--- src/rtl/pcd_pkg.sv ---
package pcd_pkg;

    // Byte role codes reported with every result.
    localparam logic [2:0] ROLE_SIG  = 3'd0;
    localparam logic [2:0] ROLE_LEN  = 3'd1;
    localparam logic [2:0] ROLE_TYPE = 3'd2;
    localparam logic [2:0] ROLE_DATA = 3'd3;
    localparam logic [2:0] ROLE_CRC  = 3'd4;
    localparam logic [2:0] ROLE_END  = 3'd5;

    // Field widths.
    localparam int LEN_W  = 31;
    localparam int WORD_W = 32;
    localparam int IDX_W  = 3;

    // Saturated length and the chunk type that closes a file ("IEND").
    localparam logic [LEN_W-1:0]  LEN_MAX  = 31'h7FFF_FFFF;
    localparam logic [WORD_W-1:0] END_TYPE = {8'h49, 8'h45, 8'h4E, 8'h44};

    // Reset value of the zero-type-ends register.
    localparam logic ZERO_TYPE_ENDS_RST = 1'b1;

    // Parser phase, one-hot.
    typedef enum logic [5:0] {
        PH_SIG  = 6'b000001,
        PH_LEN  = 6'b000010,
        PH_TYPE = 6'b000100,
        PH_DATA = 6'b001000,
        PH_CRC  = 6'b010000,
        PH_END  = 6'b100000
    } t_phase;

    // One result as it leaves the parser step.
    typedef struct packed {
        logic [2:0]        byte_role;
        logic [7:0]        data_byte;
        logic [LEN_W-1:0]  chunk_length;
        logic [WORD_W-1:0] chunk_type;
        logic [WORD_W-1:0] crc_word;
        logic              chunk_done;
        logic              end_found;
        logic              length_over;
    } t_result;

endpackage

--- src/rtl/pcd_step.sv ---
module pcd_step (
    input  logic              i_clk,
    input  logic              i_rst_n,
    input  logic              i_en,
    input  logic [7:0]        i_file_byte,
    input  logic              i_stream_start,
    input  logic              i_zero_type_ends,
    output pcd_pkg::t_result  o_result
);

    pcd_pkg::t_phase                 r_phase, n_phase, s_phase;
    logic [pcd_pkg::IDX_W-1:0]       r_idx, n_idx, s_idx, inc_idx;
    logic [pcd_pkg::LEN_W-1:0]       r_left, n_left, s_left;
    logic [pcd_pkg::LEN_W-1:0]       r_len, n_len, s_len;
    logic [pcd_pkg::WORD_W-1:0]      r_type, n_type, s_type;
    logic [pcd_pkg::WORD_W-1:0]      r_crc, n_crc, s_crc;
    logic                            r_ended, n_ended, s_ended;
    logic                            r_over, n_over, s_over;
    logic [2:0]                      role;
    logic                            done;

    // A stream start restarts the parse before the byte is handled.
    always_comb begin
        s_phase = i_stream_start ? pcd_pkg::PH_SIG : r_phase;
        s_idx   = i_stream_start ? '0 : r_idx;
        s_left  = i_stream_start ? '0 : r_left;
        s_len   = i_stream_start ? '0 : r_len;
        s_type  = i_stream_start ? '0 : r_type;
        s_crc   = i_stream_start ? '0 : r_crc;
        s_ended = i_stream_start ? 1'b0 : r_ended;
        s_over  = i_stream_start ? 1'b0 : r_over;
    end

    assign inc_idx = s_idx + 3'd1;

    // Next parse state for one byte.
    always_comb begin
        n_phase = s_phase;
        n_idx   = s_idx;
        n_left  = s_left;
        n_len   = s_len;
        n_type  = s_type;
        n_crc   = s_crc;
        n_ended = s_ended;
        n_over  = s_over;
        role    = pcd_pkg::ROLE_END;
        done    = 1'b0;
        case (s_phase)
            pcd_pkg::PH_SIG: begin
                role  = pcd_pkg::ROLE_SIG;
                n_idx = inc_idx;
                if (inc_idx == '0) begin
                    n_phase = pcd_pkg::PH_LEN;
                end
            end
            pcd_pkg::PH_LEN: begin
                role = pcd_pkg::ROLE_LEN;
                // The first length byte opens a new chunk.
                if (s_idx == '0) begin
                    n_len  = {23'd0, i_file_byte};
                    n_type = '0;
                    n_crc  = '0;
                    n_over = i_file_byte[7];
                end else begin
                    n_len  = {s_len[pcd_pkg::LEN_W-9:0], i_file_byte};
                end
                n_idx = inc_idx;
                if (inc_idx[2]) begin
                    n_idx   = '0;
                    n_left  = n_over ? pcd_pkg::LEN_MAX : n_len;
                    n_phase = pcd_pkg::PH_TYPE;
                end
            end
            pcd_pkg::PH_TYPE: begin
                role   = pcd_pkg::ROLE_TYPE;
                n_type = {s_type[pcd_pkg::WORD_W-9:0], i_file_byte};
                n_idx  = inc_idx;
                if (inc_idx[2]) begin
                    n_idx = '0;
                    if ((n_type == pcd_pkg::END_TYPE)
                            || (i_zero_type_ends && (n_type == '0))) begin
                        n_ended = 1'b1;
                        n_phase = pcd_pkg::PH_END;
                    end else if (s_left == '0) begin
                        n_phase = pcd_pkg::PH_CRC;
                    end else begin
                        n_phase = pcd_pkg::PH_DATA;
                    end
                end
            end
            pcd_pkg::PH_DATA: begin
                role = pcd_pkg::ROLE_DATA;
                if (s_left != '0) begin
                    n_left = s_left - 31'd1;
                end
                if (n_left == '0) begin
                    n_phase = pcd_pkg::PH_CRC;
                end
            end
            pcd_pkg::PH_CRC: begin
                role  = pcd_pkg::ROLE_CRC;
                n_crc = {s_crc[pcd_pkg::WORD_W-9:0], i_file_byte};
                n_idx = inc_idx;
                if (inc_idx[2]) begin
                    n_idx   = '0;
                    done    = 1'b1;
                    n_phase = pcd_pkg::PH_LEN;
                end
            end
            default: begin
                // After the end, and any code that should never occur.
                role    = pcd_pkg::ROLE_END;
                n_phase = pcd_pkg::PH_END;
            end
        endcase
    end

    // Result fields come from the updated state.
    always_comb begin
        o_result.byte_role    = role;
        o_result.data_byte    = i_file_byte;
        o_result.chunk_length = n_over ? pcd_pkg::LEN_MAX : n_len;
        o_result.chunk_type   = n_type;
        o_result.crc_word     = n_crc;
        o_result.chunk_done   = done;
        o_result.end_found    = n_ended;
        o_result.length_over  = n_over;
    end

    // Parse state advances on each byte handed in.
    always_ff @(posedge i_clk) begin
        if (!i_rst_n) begin
            r_phase <= pcd_pkg::PH_SIG;
            r_idx   <= '0;
            r_left  <= '0;
            r_len   <= '0;
            r_type  <= '0;
            r_crc   <= '0;
            r_ended <= 1'b0;
            r_over  <= 1'b0;
        end else if (i_en) begin
            r_phase <= n_phase;
            r_idx   <= n_idx;
            r_left  <= n_left;
            r_len   <= n_len;
            r_type  <= n_type;
            r_crc   <= n_crc;
            r_ended <= n_ended;
            r_over  <= n_over;
        end
    end

endmodule

--- src/rtl/png_chunk_deframer_core.sv ---
// Channel   Direction  Handshake            Payload
// in        input      i_valid / o_ready    i_file_byte, i_stream_start
// out       output     o_valid / i_ready    o_byte_role .. o_length_over
// cfg       input      i_cfg_we             i_cfg_wdata (zero-type-ends flag)
//
// One byte is taken per clock while the output is not stalled; each accepted request
// passes the input register, then the parser step into the result register.
// The parse state and the result register advance together in the same cycle.
// Reset is synchronous and active low; it clears the parse state and sets
// the zero-type-ends flag. When the output stalls, the input register still
// holds one more request before o_ready drops.
module png_chunk_deframer_core (
    input  logic                        i_clk,
    input  logic                        i_rst_n,
    // Input requests
    input  logic                        i_valid,
    output logic                        o_ready,
    input  logic [7:0]                  i_file_byte,
    input  logic                        i_stream_start,
    // Configuration
    input  logic                        i_cfg_we,
    input  logic                        i_cfg_wdata,
    // Results
    output logic                        o_valid,
    input  logic                        i_ready,
    output logic [2:0]                  o_byte_role,
    output logic [7:0]                  o_data_byte,
    output logic [pcd_pkg::LEN_W-1:0]   o_chunk_length,
    output logic [pcd_pkg::WORD_W-1:0]  o_chunk_type,
    output logic [pcd_pkg::WORD_W-1:0]  o_crc_word,
    output logic                        o_chunk_done,
    output logic                        o_end_found,
    output logic                        o_length_over
);

    logic              r_zero_ends;
    logic              r_in_valid;
    logic [7:0]        r_in_byte;
    logic              r_in_start;
    logic              r_out_valid;
    pcd_pkg::t_result  r_out;
    pcd_pkg::t_result  step_result;
    logic              advance;

    // The step fires when the result register is free or being emptied.
    assign advance = r_in_valid && (!r_out_valid || i_ready);
    assign o_ready = !r_in_valid || advance;

    // Configuration register.
    always_ff @(posedge i_clk) begin
        if (!i_rst_n) begin
            r_zero_ends <= pcd_pkg::ZERO_TYPE_ENDS_RST;
        end else if (i_cfg_we) begin
            r_zero_ends <= i_cfg_wdata;
        end
    end

    // Input register.
    always_ff @(posedge i_clk) begin
        if (!i_rst_n) begin
            r_in_valid <= 1'b0;
        end else if (o_ready) begin
            r_in_valid <= i_valid;
        end
    end

    always_ff @(posedge i_clk) begin
        if (o_ready && i_valid) begin
            r_in_byte  <= i_file_byte;
            r_in_start <= i_stream_start;
        end
    end

    pcd_step u_step (
        .i_clk            (i_clk),
        .i_rst_n          (i_rst_n),
        .i_en             (advance),
        .i_file_byte      (r_in_byte),
        .i_stream_start   (r_in_start),
        .i_zero_type_ends (r_zero_ends),
        .o_result         (step_result)
    );

    // Result register.
    always_ff @(posedge i_clk) begin
        if (!i_rst_n) begin
            r_out_valid <= 1'b0;
        end else if (advance) begin
            r_out_valid <= 1'b1;
        end else if (i_ready) begin
            r_out_valid <= 1'b0;
        end
    end

    always_ff @(posedge i_clk) begin
        if (advance) begin
            r_out <= step_result;
        end
    end

    assign o_valid        = r_out_valid;
    assign o_byte_role    = r_out.byte_role;
    assign o_data_byte    = r_out.data_byte;
    assign o_chunk_length = r_out.chunk_length;
    assign o_chunk_type   = r_out.chunk_type;
    assign o_crc_word     = r_out.crc_word;
    assign o_chunk_done   = r_out.chunk_done;
    assign o_end_found    = r_out.end_found;
    assign o_length_over  = r_out.length_over;

endmodule
--- config.mk ---
export PLATFORM = sky130hd
export DESIGN_NAME = png_chunk_deframer_core
export DESIGN_NICKNAME = d
export VERILOG_FILES = /design/src/rtl/pcd_pkg.sv /design/src/rtl/pcd_step.sv /design/src/rtl/png_chunk_deframer_core.sv
export SDC_FILE = /design/constraint.sdc
export NUM_CORES = 1
export LEC_CHECK = 0
export BUFFER_PORTS_ARGS = -buffer_cell sky130_fd_sc_hd__buf_2
export CAP_MARGIN = 10
export CORE_MARGIN = 4
export CORE_UTILIZATION = 54
export DETAILED_ROUTE_END_ITERATION = 8
export MAX_ROUTING_LAYER = met4
export PLACE_DENSITY_LB_ADDON = 0.1
export SLEW_MARGIN = 20
export SYNTH_ARGS = -nofsm -noshare
export SYNTH_HDL_FRONTEND = slang
export SYNTH_SLANG_ARGS = --single-unit
--- constraint.sdc ---
create_clock -name i_clk -period 6.1 [get_ports i_clk]
set_input_delay 1.22 -clock i_clk [delete_from_list [all_inputs] [get_ports i_clk]]
set_output_delay 1.22 -clock i_clk [all_outputs]
set_load 0.02 [all_outputs]
==> impl_metrics.csv, run 1 <==
group,metric,value,unit
logic_synthesis,ys.flop_type,"dfxtp_1",
logic_synthesis,synth.cell_area,12500,sq um
worst_setup_path,crit_type,"register to register",
worst_setup_path,crit_arrival,4450,ps
sta,fin_worst_skew,12.8,ps
hold_path,hp-class,"register to register",
logic_synthesis,async_reset_ff_share,0,%
logic_synthesis,synth-seq-cells,258,
worst_setup_path,critPathMostFrequentCell,"buf_4",
route,avgViaCountPerCell,6.25,
finish,syn_to_final_growth,13.4,%
clocking,insertion_delay,550,ps
finish,final_nets,1419,
worst_setup_path,cp-start-kind,"register",
clocking,cts_tree,"built",
place,portBuffers,125,
logic_synthesis,netlist_instances,1337,
clocking,cts_htree_levels,1,
global_routing,grt_pass1_wl,56000,um
sta,tightest_slew,924,ps
finish,fin_util,62.4,%
logic_synthesis,postSynthAreaPerCell,9.34,sq um
worst_setup_path,critPathSlowestCell,"xor2_2",
place,dpl.hpwl,22200,um
logic_synthesis,synth_fp_nets,1356,
route,num_vias,10700,
die,io_pins,126,
power_and_ir_drop,power_density,286,nW/um^2
sta,max_freq,253,MHz
place,place.gp.congestion,0.994,
finish,stdcell_count,1707,
clocking,clock-sinks,258,
route,wl_per_cell,20.5,um
place,dp.cells,1655,
power_and_ir_drop,p_leak,5.08,nW
clocking,numCtsBuffers,27,
global_routing,antenna_found_initial,1,
sta,period_share,64.9,%
die,die_h,160,um
die,dieWidth,160,um
logic_synthesis,ys_seq_area_share,50.8,%
route,drtPass1Iterations,5,
worst_setup_path,path_max_fanout,65,
global_routing,grt_max_degree,113,
finish,design_area,14200,sq um
clocking,cts_root_buf,"clkbuf_16",
route,drc_errors,0,
worst_setup_path,worstPathRequired,6590,ps
sta,fin_tns_setup,0,ps
worst_setup_path,crit_chain,"buf_4 > buf_4 > nand2b_1 > xor2_2 > a221o_1 > a21oi_1 > o32ai_1 > a22oi_1 > o21ai_0 > and2_1",
worst_setup_path,cp_num_buf_inv,2,
sta,slew_viol_final,0,
clocking,clockBufferDepth,3,
logic_synthesis,yosys_warnings,0,
route,wl,35000,um
global_routing,grt_pass1_vias,9815,
sta,slew_headroom,36.8,%
die,die_area,25600,sq um
sta,rsz0062_at_grt,"false",
clocking,path_clk_slew,60,ps
route,detail-route-antenna-nets,0,
logic_synthesis,netlist-cell-type-count,74,
clocking,post_cts_buffers,0,
worst_setup_path,cp-end-kind,"register",
sta,hold_violations,0,
run_status,status,"finished, final reports clean",
clocking,postCtsHoldBufs,0,
flow_run,cap_violations,0,
worst_setup_path,crit_family,"compound AO/OA/AOI/OAI gates",
sta,fin_crit,3960,ps
sta,setup_viol,0,
finish,drive_gt1_share,15.6,%
clocking,cts_resized,0,
place,placed_area,13300,sq um
die,rows,55,
worst_setup_path,slowest_delay,680,ps
die,initial_core_util,55.0,%
route,drtIter0Drc,1158,
power_and_ir_drop,max-vdd-ir-drop,213,uV
global_routing,grtUsageTotal,27.2,%
global_routing,grt.overflow.total,0,
die,core_region_area,22700,sq um
logic_synthesis,synth_edf_count,118,
## cell usage in the layout, fill, tap and decap left out, types with 6 or more instances in the layout
cell type	netlist	routed
nor2b_1	54	54
o21a_1	7	7
nand2_1	134	134
a221oi_1	11	11
xnor2_1	8	8
buf_4	3	22
and3_1	24	24
clkbuf_16	0	27
nor3b_1	41	40
clkbuf_1	97	7
nor3_1	22	21
nand3_1	20	20
buf_2	2	124
o21ai_0	91	90
edfxtp_1	118	118
o31ai_1	8	8
nand4_1	6	6
a22oi_1	70	70
nand2b_1	8	7
inv_1	15	14
a31oi_1	12	11
a21oi_1	89	89
nor4_1	16	16
a21boi_0	27	27
and2_1	9	9
or4_1	7	7
a22o_1	42	42
nor2_1	146	145
dfxtp_1	140	140
## report_power, final
part | switching [mW] | internal [mW]
combinational | 0.303 | 0.159
sequential | 0.0625 | 1.88
clock | 0.677 | 0.967
## cell families after synthesis
family | share of synthesized area (%)
adders and majority gates | 0.401
muxes | 0.401
AOI/OAI and AO/OA | 22.4
buffers and inverters | 3.99
and+or+nand+nor | 21.0
xor gates and xnor gates | 0.982
DFF | 50.8
## worst reg2reg max path, delay by kind of cell (launching register included)
| kind | cells | cell delay, ps |
|---|---|---|
| simple gates | 2 | 480 |
| buf+inv | 2 | 1120 |
| compound gates | 5 | 1290 |
| flops | 1 | 350 |
| xor+xnor | 1 | 680 |
## per-stage QoR
| stage | worst slack (ps) | total power [mW] | hold WS [ps] |
|---|---|---|---|
| floorplan | 270 | 2.30 | 424 |
| global placement | 2290 | 2.43 | 454 |
| detailed placement | 2210 | 2.43 | 463 |
| CTS | 2150 | 4.07 | 471 |
| global route | 1900 | 4.21 | 501 |
| finish | 2140 | 4.05 | 466 |
## cells in the mapped netlist (all sizes together) (5+ instances only)
cell type / number / area share (%)
a221oi: 11 / 0.77
a2111oi: 6 / 0.57
nand3: 20 / 0.80
o31ai: 8 / 0.48
dfxtp: 140 / 22
a21oi: 89 / 3.6
or4: 8 / 0.51
a211oi: 5 / 0.30
mux2i: 5 / 0.40
nand2b: 8 / 0.40
edfxtp: 118 / 28
nand2: 134 / 4.0
xor2: 6 / 0.42
nor3: 22 / 0.88
nor2: 146 / 4.4
a22oi: 70 / 4.2
and3: 24 / 1.2
xnor2: 8 / 0.56
and2: 9 / 0.45
o21ai: 92 / 3.7
o21a: 7 / 0.42
nor2b: 54 / 2.7
nor3b: 41 / 2.5
inv: 15 / 0.45
buf: 16 / 0.59
o22ai: 5 / 0.25
nor4: 23 / 1.6
nand4: 6 / 0.30
a21boi: 27 / 1.6
a31oi: 12 / 0.60
clkbuf: 97 / 2.9
a22o: 42 / 2.9
## path summary, 6_finish.rpt
kind	start	to	slack [ps]	depth (start not counted)
max	r_in_start	u_step.r_left[14]	2140	10
max reg2reg	r_in_start	u_step.r_left[14]	2140	10
min reg2reg	u_step.r_type[25]	u_step.r_type[25]	470	2
min	u_step.r_type[25]	u_step.r_type[25]	470	2
## per-layer routing
metal	GRT usage (%)	wire, um	vias to the layer above
li1	-	-	5085
met1	39.8	16000	5081
met2	40.7	15900	455
met3	3.72	2530	52
met4	6.22	615	0
met5	-	0	-
## final cells by class
| cell class | count | area, sq um |
|---|---|---|
| fillers | 1935 | 8540 |
| diodes | 1 | 2.50 |
| repair buffers | 147 | 797 |
| well taps | 285 | 357 |
| flip-flops and latches | 258 | 6350 |
| multi-input cells | 950 | 5700 |
| inverters | 16 | 67.6 |
| clock buffers | 39 | 771 |
| clock inverters | 11 | 128 |
## registers in the layout (all words and copies together), names as in the netlist, 6 cells and up
signal          cells
r_in_byte           8
u_step.r_len       31
o_chunk_type       32
u_step.r_type      32
u_step.r_left      31
o_chunk_length     31
u_step.r_phase      6
o_data_byte         8
o_crc_word         32
u_step.r_crc       32
Power figures use the tool's default switching activity.
==> run 2: changes to the inputs <==
--- a/config.mk
+++ b/config.mk
@@ -8,7 +8,7 @@
 export BUFFER_PORTS_ARGS = -buffer_cell sky130_fd_sc_hd__buf_2
 export CAP_MARGIN = 10
 export CORE_MARGIN = 4
-export CORE_UTILIZATION = 54
+export CORE_UTILIZATION = 59
 export DETAILED_ROUTE_END_ITERATION = 8
 export MAX_ROUTING_LAYER = met4
 export PLACE_DENSITY_LB_ADDON = 0.1
==> constraint.sdc (replaced) <==
create_clock -name i_clk -period 3.93 [get_ports i_clk]
set_input_delay 0.786 -clock i_clk [delete_from_list [all_inputs] [get_ports i_clk]]
set_output_delay 0.786 -clock i_clk [all_outputs]
set_load 0.02 [all_outputs]
==> impl_metrics.csv, run 2 (synthesis results as in run 1) <==
group,metric,value,unit
run_status,status,"finished, final reports clean",
route,avgViaCountPerCell,6.38,
die,dieWidth,154,um
die,initial_core_util,60.8,%
worst_setup_path,cp_num_buf_inv,0,
worst_setup_path,cp-start-kind,"register",
die,core_region_area,20600,sq um
clocking,path_clk_slew,70,ps
worst_setup_path,reg2reg_to,"u_step.r_phase[3]",
sta,slew_headroom,31.4,%
worst_setup_path,r2r_setup_slack,420,ps
finish,final_cell_mix,"nor2_1, dfxtp_1, nand2_1, buf_2, edfxtp_1",
global_routing,grt.overflow.total,0,
worst_setup_path,crit_chain,"nor4_2 > a31o_1 > and3_1 > a21oi_1 > a2111o_1 > or4_1 > or4_1 > o21a_1",
clocking,cts_root_buf,"clkbuf_16",
finish,stdcell_count,1717,
global_routing,grt_pass1_wl,56600,um
route,wl,35900,um
worst_setup_path,r2r_start,"u_step.r_left[13]",
clocking,numCtsBuffers,27,
sta,tightest_slew,1020,ps
route,drtPass1Iterations,5,
route,drc_errors,0,
finish,diodes,0,
clocking,postCtsHoldBufs,0,
place,dpl.hpwl,22900,um
place,placed_area,13500,sq um
worst_setup_path,cp-end-kind,"register",
clocking,clock-sinks,258,
hold_path,hp-class,"input port to register",
place,dp.cells,1667,
die,die_h,154,um
power_and_ir_drop,p_leak,5.23,nW
finish,final_common_cell,"nor2_1",
clocking,insertion_delay,560,ps
clocking,cts_tree,"built",
clocking,cts_htree_levels,1,
place,portBuffers,125,
clocking,cts_resized,0,
power_and_ir_drop,max-vdd-ir-drop,382,uV
worst_setup_path,path_depth,8,
place,place.gp.congestion,0.950,
worst_setup_path,crit_arrival,3970,ps
worst_setup_path,path_max_fanout,8,
finish,syn_to_final_growth,15.3,%
die,io_pins,126,
worst_setup_path,crit_type,"register to register",
finish,drive_gt1_share,17.1,%
route,wl_per_cell,20.9,um
global_routing,antenna_found_initial,0,
worst_setup_path,worstPathRequired,4390,ps
finish,final_nets,1445,
worst_setup_path,slowest_delay,520,ps
clocking,clockBufferDepth,3,
global_routing,grt_pass1_vias,10100,
power_and_ir_drop,finalPower,6.47,mW
worst_setup_path,reg2reg_depth,8,
global_routing,grt_max_degree,86,
worst_setup_path,crit_family,"simple AND/OR/NAND/NOR gates",
flow_run,cap_violations,0,
worst_setup_path,critPathSlowestCell,"or4_1",
sta,fin_crit,3510,ps
die,die_area,23600,sq um
route,detail-route-antenna-nets,0,
route,drtIter0Drc,1172,
power_and_ir_drop,power_density,449,nW/um^2
global_routing,grtUsageTotal,30.0,%
die,rows,52,
worst_setup_path,crit_end,"u_step.r_phase[3]",
finish,fin_util,70.1,%
sta,period_share,89.4,%
finish,design_area,14400,sq um
sta,fin_tns_setup,0,ps
sta,slew_viol_final,0,
sta,rsz0062_at_grt,"false",
route,num_vias,11000,
sta,hold_violations,0,
sta,max_freq,285,MHz
clocking,post_cts_buffers,0,
worst_setup_path,crit_start,"u_step.r_left[13]",
worst_setup_path,critPathMostFrequentCell,"or4_1",
sta,fin_worst_skew,26.4,ps
sta,setup_viol,0,
[run 2: cell count changes in the layout (fill, tap and decap cells not counted), sizes merged]
cell    before  now
inv         16   18
clkbuf      39   30
bufinv       2    4
diode        1    0
buf        147  173
clkinv       6   11
[run 2: power by group]
part           internal, mW  switching, mW  total [mW]
combinational         0.272          0.497       0.769
clock                  1.59           1.10        2.69
sequential             2.92         0.0923        3.01
total                  4.78           1.69        6.47
[run 2: layout make-up]
class | instances | area, sq um
timing repair buffer | 173 | 1020
sequential | 258 | 6350
clock buffer | 30 | 717
fill | 1572 | 6150
clock inverter | 20 | 225
tap | 270 | 338
inverter | 16 | 65.1
multi-input combinational | 950 | 5690
[run 2: worst reg2reg max path, stage by stage, from the launching register on]
cell and delay, ps:
dfxtp_1 390, nor4_2 520, a31o_1 330, and3_1 450
a21oi_1 120, a2111o_1 390, or4_1 520, or4_1 480
o21a_1 210
[run 2: metrics by stage]
stage	hold WS [ps]	setup WS, ps
3_3_place_gp	451	505
6_report	417	416
5_1_grt	400	204
4_1_cts	403	493
3_5_place_dp	455	507
2_1_floorplan	424	254
[run 2: how the worst min path moves through the flow]
stage                                  from  slack, ps           endpoint  cells past startpoint
after global placement    u_step.r_type[28]        450  u_step.r_type[28]                      2
after detailed placement  u_step.r_type[27]        460  u_step.r_type[27]                      2
final                        i_file_byte[5]        420       r_in_byte[5]                      1
after floorplan                r_in_byte[2]        420     o_data_byte[2]                      0
after CTS                    i_file_byte[5]        400       r_in_byte[5]                      1
after global routing         i_file_byte[7]        400       r_in_byte[7]                      1
[run 2: layer usage]
| metal | routed length, um | up-vias | GRT usage, % |
|---|---|---|---|
| met5 | 0 | - | - |
| met4 | 818 | 0 | 7.65 |
| met3 | 3240 | 61 | 5.14 |
| met2 | 16200 | 538 | 44.9 |
| met1 | 15600 | 5218 | 43.0 |
| li1 | - | 5133 | - |
==> run 3: changes to the inputs <==
--- a/config.mk
+++ b/config.mk
@@ -5,11 +5,11 @@
 export SDC_FILE = /design/constraint.sdc
 export NUM_CORES = 1
 export LEC_CHECK = 0
-export BUFFER_PORTS_ARGS = -buffer_cell sky130_fd_sc_hd__buf_2
 export CAP_MARGIN = 10
 export CORE_MARGIN = 4
-export CORE_UTILIZATION = 59
+export CORE_UTILIZATION = 60
 export DETAILED_ROUTE_END_ITERATION = 8
+export DONT_BUFFER_PORTS = 1
 export MAX_ROUTING_LAYER = met4
 export PLACE_DENSITY_LB_ADDON = 0.1
 export SLEW_MARGIN = 20
==> impl_metrics.csv, run 3 (synthesis results as in run 1) <==
group,metric,value,unit
flow_run,cap_violations,0,
route,drtPass1Iterations,5,
worst_setup_path,cp-end-kind,"register",
worst_setup_path,r2r_start,"u_step.r_left[13]",
global_routing,grtUsageTotal,30.4,%
place,placed_area,12800,sq um
die,io_pins,126,
power_and_ir_drop,pwr-share-clk,40.4,%
global_routing,grt_pass1_wl,56000,um
sta,slew_headroom,37.2,%
sta,fin_tns_setup,0,ps
hold_path,hp-class,"input port to register",
clocking,cts_tree,"built",
clocking,postCtsHoldBufs,0,
sta,rsz0062_at_grt,"false",
power_and_ir_drop,p_leak,4.72,nW
worst_setup_path,path_max_fanout,10,
global_routing,antenna_found_initial,3,
run_status,status,"finished, final reports clean",
clocking,cts_htree_levels,1,
route,drtIter0Drc,1084,
hold_path,min_from,"i_rst_n",
finish,drive_gt1_share,8.80,%
clocking,clock-sinks,258,
sta,tightest_slew,941,ps
worst_setup_path,crit_type,"register to register",
route,detail-route-antenna-nets,0,
finish,syn_to_final_growth,9.61,%
die,die_h,152,um
power_and_ir_drop,switchingPower,1.58,mW
place,place.gp.congestion,0.948,
die,dieWidth,152,um
clocking,cts_resized,0,
die,rows,52,
route,avgViaCountPerCell,6.63,
place,dpl.hpwl,23000,um
finish,final_common_cell,"nor2_1",
power_and_ir_drop,p_int,4.63,mW
global_routing,grt_pass1_vias,9733,
global_routing,grt.overflow.total,0,
sta,hold_violations,0,
sta,fin_worst_skew,9.94,ps
worst_setup_path,reg2reg_depth,8,
die,die_area,23200,sq um
route,wl_per_cell,22.5,um
hold_path,holdPathEnd,"r_zero_ends",
hold_path,hold_depth,1,
power_and_ir_drop,seqPwrFrac,49.8,%
worst_setup_path,r2r_setup_slack,410,ps
worst_setup_path,reg2reg_to,"u_step.r_phase[3]",
clocking,insertion_delay,530,ps
route,drc_errors,0,
finish,final_cell_mix,"nor2_1, dfxtp_1, nand2_1, edfxtp_1, o21ai_0",
clocking,numCtsBuffers,26,
die,core_region_area,20400,sq um
finish,design_area,13700,sq um
power_and_ir_drop,swShare,25.4,%
clocking,post_cts_buffers,0,
clocking,cts_root_buf,"clkbuf_16",
worst_setup_path,cp-start-kind,"register",
sta,holdWs,317,ps
clocking,clockBufferDepth,3,
die,initial_core_util,61.3,%
route,wl,35800,um
finish,final_nets,1317,
sta,period_share,89.6,%
power_and_ir_drop,max-vdd-ir-drop,425,uV
power_and_ir_drop,power_density,453,nW/um^2
clocking,path_clk_slew,60,ps
route,num_vias,10500,
global_routing,grt_max_degree,141,
power_and_ir_drop,comb_power_share,9.8,%
worst_setup_path,worstPathRequired,4360,ps
sta,setup_viol,0,
place,portBuffers,0,
sta,fin_crit,3520,ps
worst_setup_path,crit_arrival,3950,ps
sta,slew_viol_final,0,
sta,max_freq,284,MHz
run 3: worst max-delay path by stage:
stage	start	end	cells after the start
after CTS	u_step.r_left[13]	u_step.r_phase[3]	8
after global placement	u_step.r_left[13]	u_step.r_phase[3]	8
after detailed placement	u_step.r_left[13]	u_step.r_phase[3]	8
after global routing	u_step.r_left[12]	u_step.r_phase[3]	8
after floorplan	i_ready	o_byte_role[0]	7
final	u_step.r_left[13]	u_step.r_phase[3]	8
run 3: final cells by class:
cell class	instances	area [sq um]
repair buffers	46	370
clock inverters	13	156
fillers	1585	6670
inverters	16	67.6
multi-input cells	950	5690
diodes	3	7.51
flip-flops and latches	258	6350
well taps	270	338
clock buffers	35	714
run 3: power groups by stage:
stage	logic, mW	registers, mW	clock network (mW)
4_1_cts	0.604	3.09	2.53
5_1_grt	0.671	3.10	2.65
3_5_place_dp	0.600	3.15	0
3_3_place_gp	0.599	3.15	0
6_report	0.610	3.09	2.51
2_1_floorplan	0.457	3.11	0
run 3: critical path: stages, from the launching register on:
cell and delay, ps:
dfxtp_1 400, nor4_2 540, a31o_1 510, and3_1 310, a21oi_1 70, a2111o_1 390
or4_1 490, or4_1 490, o21a_1 210
run 3: layer usage:
metal,track usage [%],vias up,share of wire (%)
li1,-,4873,-
met4,8.18,0,2.7
met5,-,-,0
met2,44.7,517,45
met1,42.6,5073,43
met3,7.27,86,9.0
run 3: stage by stage:
step / util, % / std cells / setup WS (ps) / power (mW)
floorplan: - / 1337 / 254 / 3.57
global placement: 62.9 / 1540 / 443 / 3.75
detailed placement: 62.9 / 1540 / 437 / 3.75
CTS: 67.2 / 1588 / 430 / 6.22
global route: 67.2 / 1591 / 198 / 6.42
finish: 67.2 / 1591 / 410 / 6.21
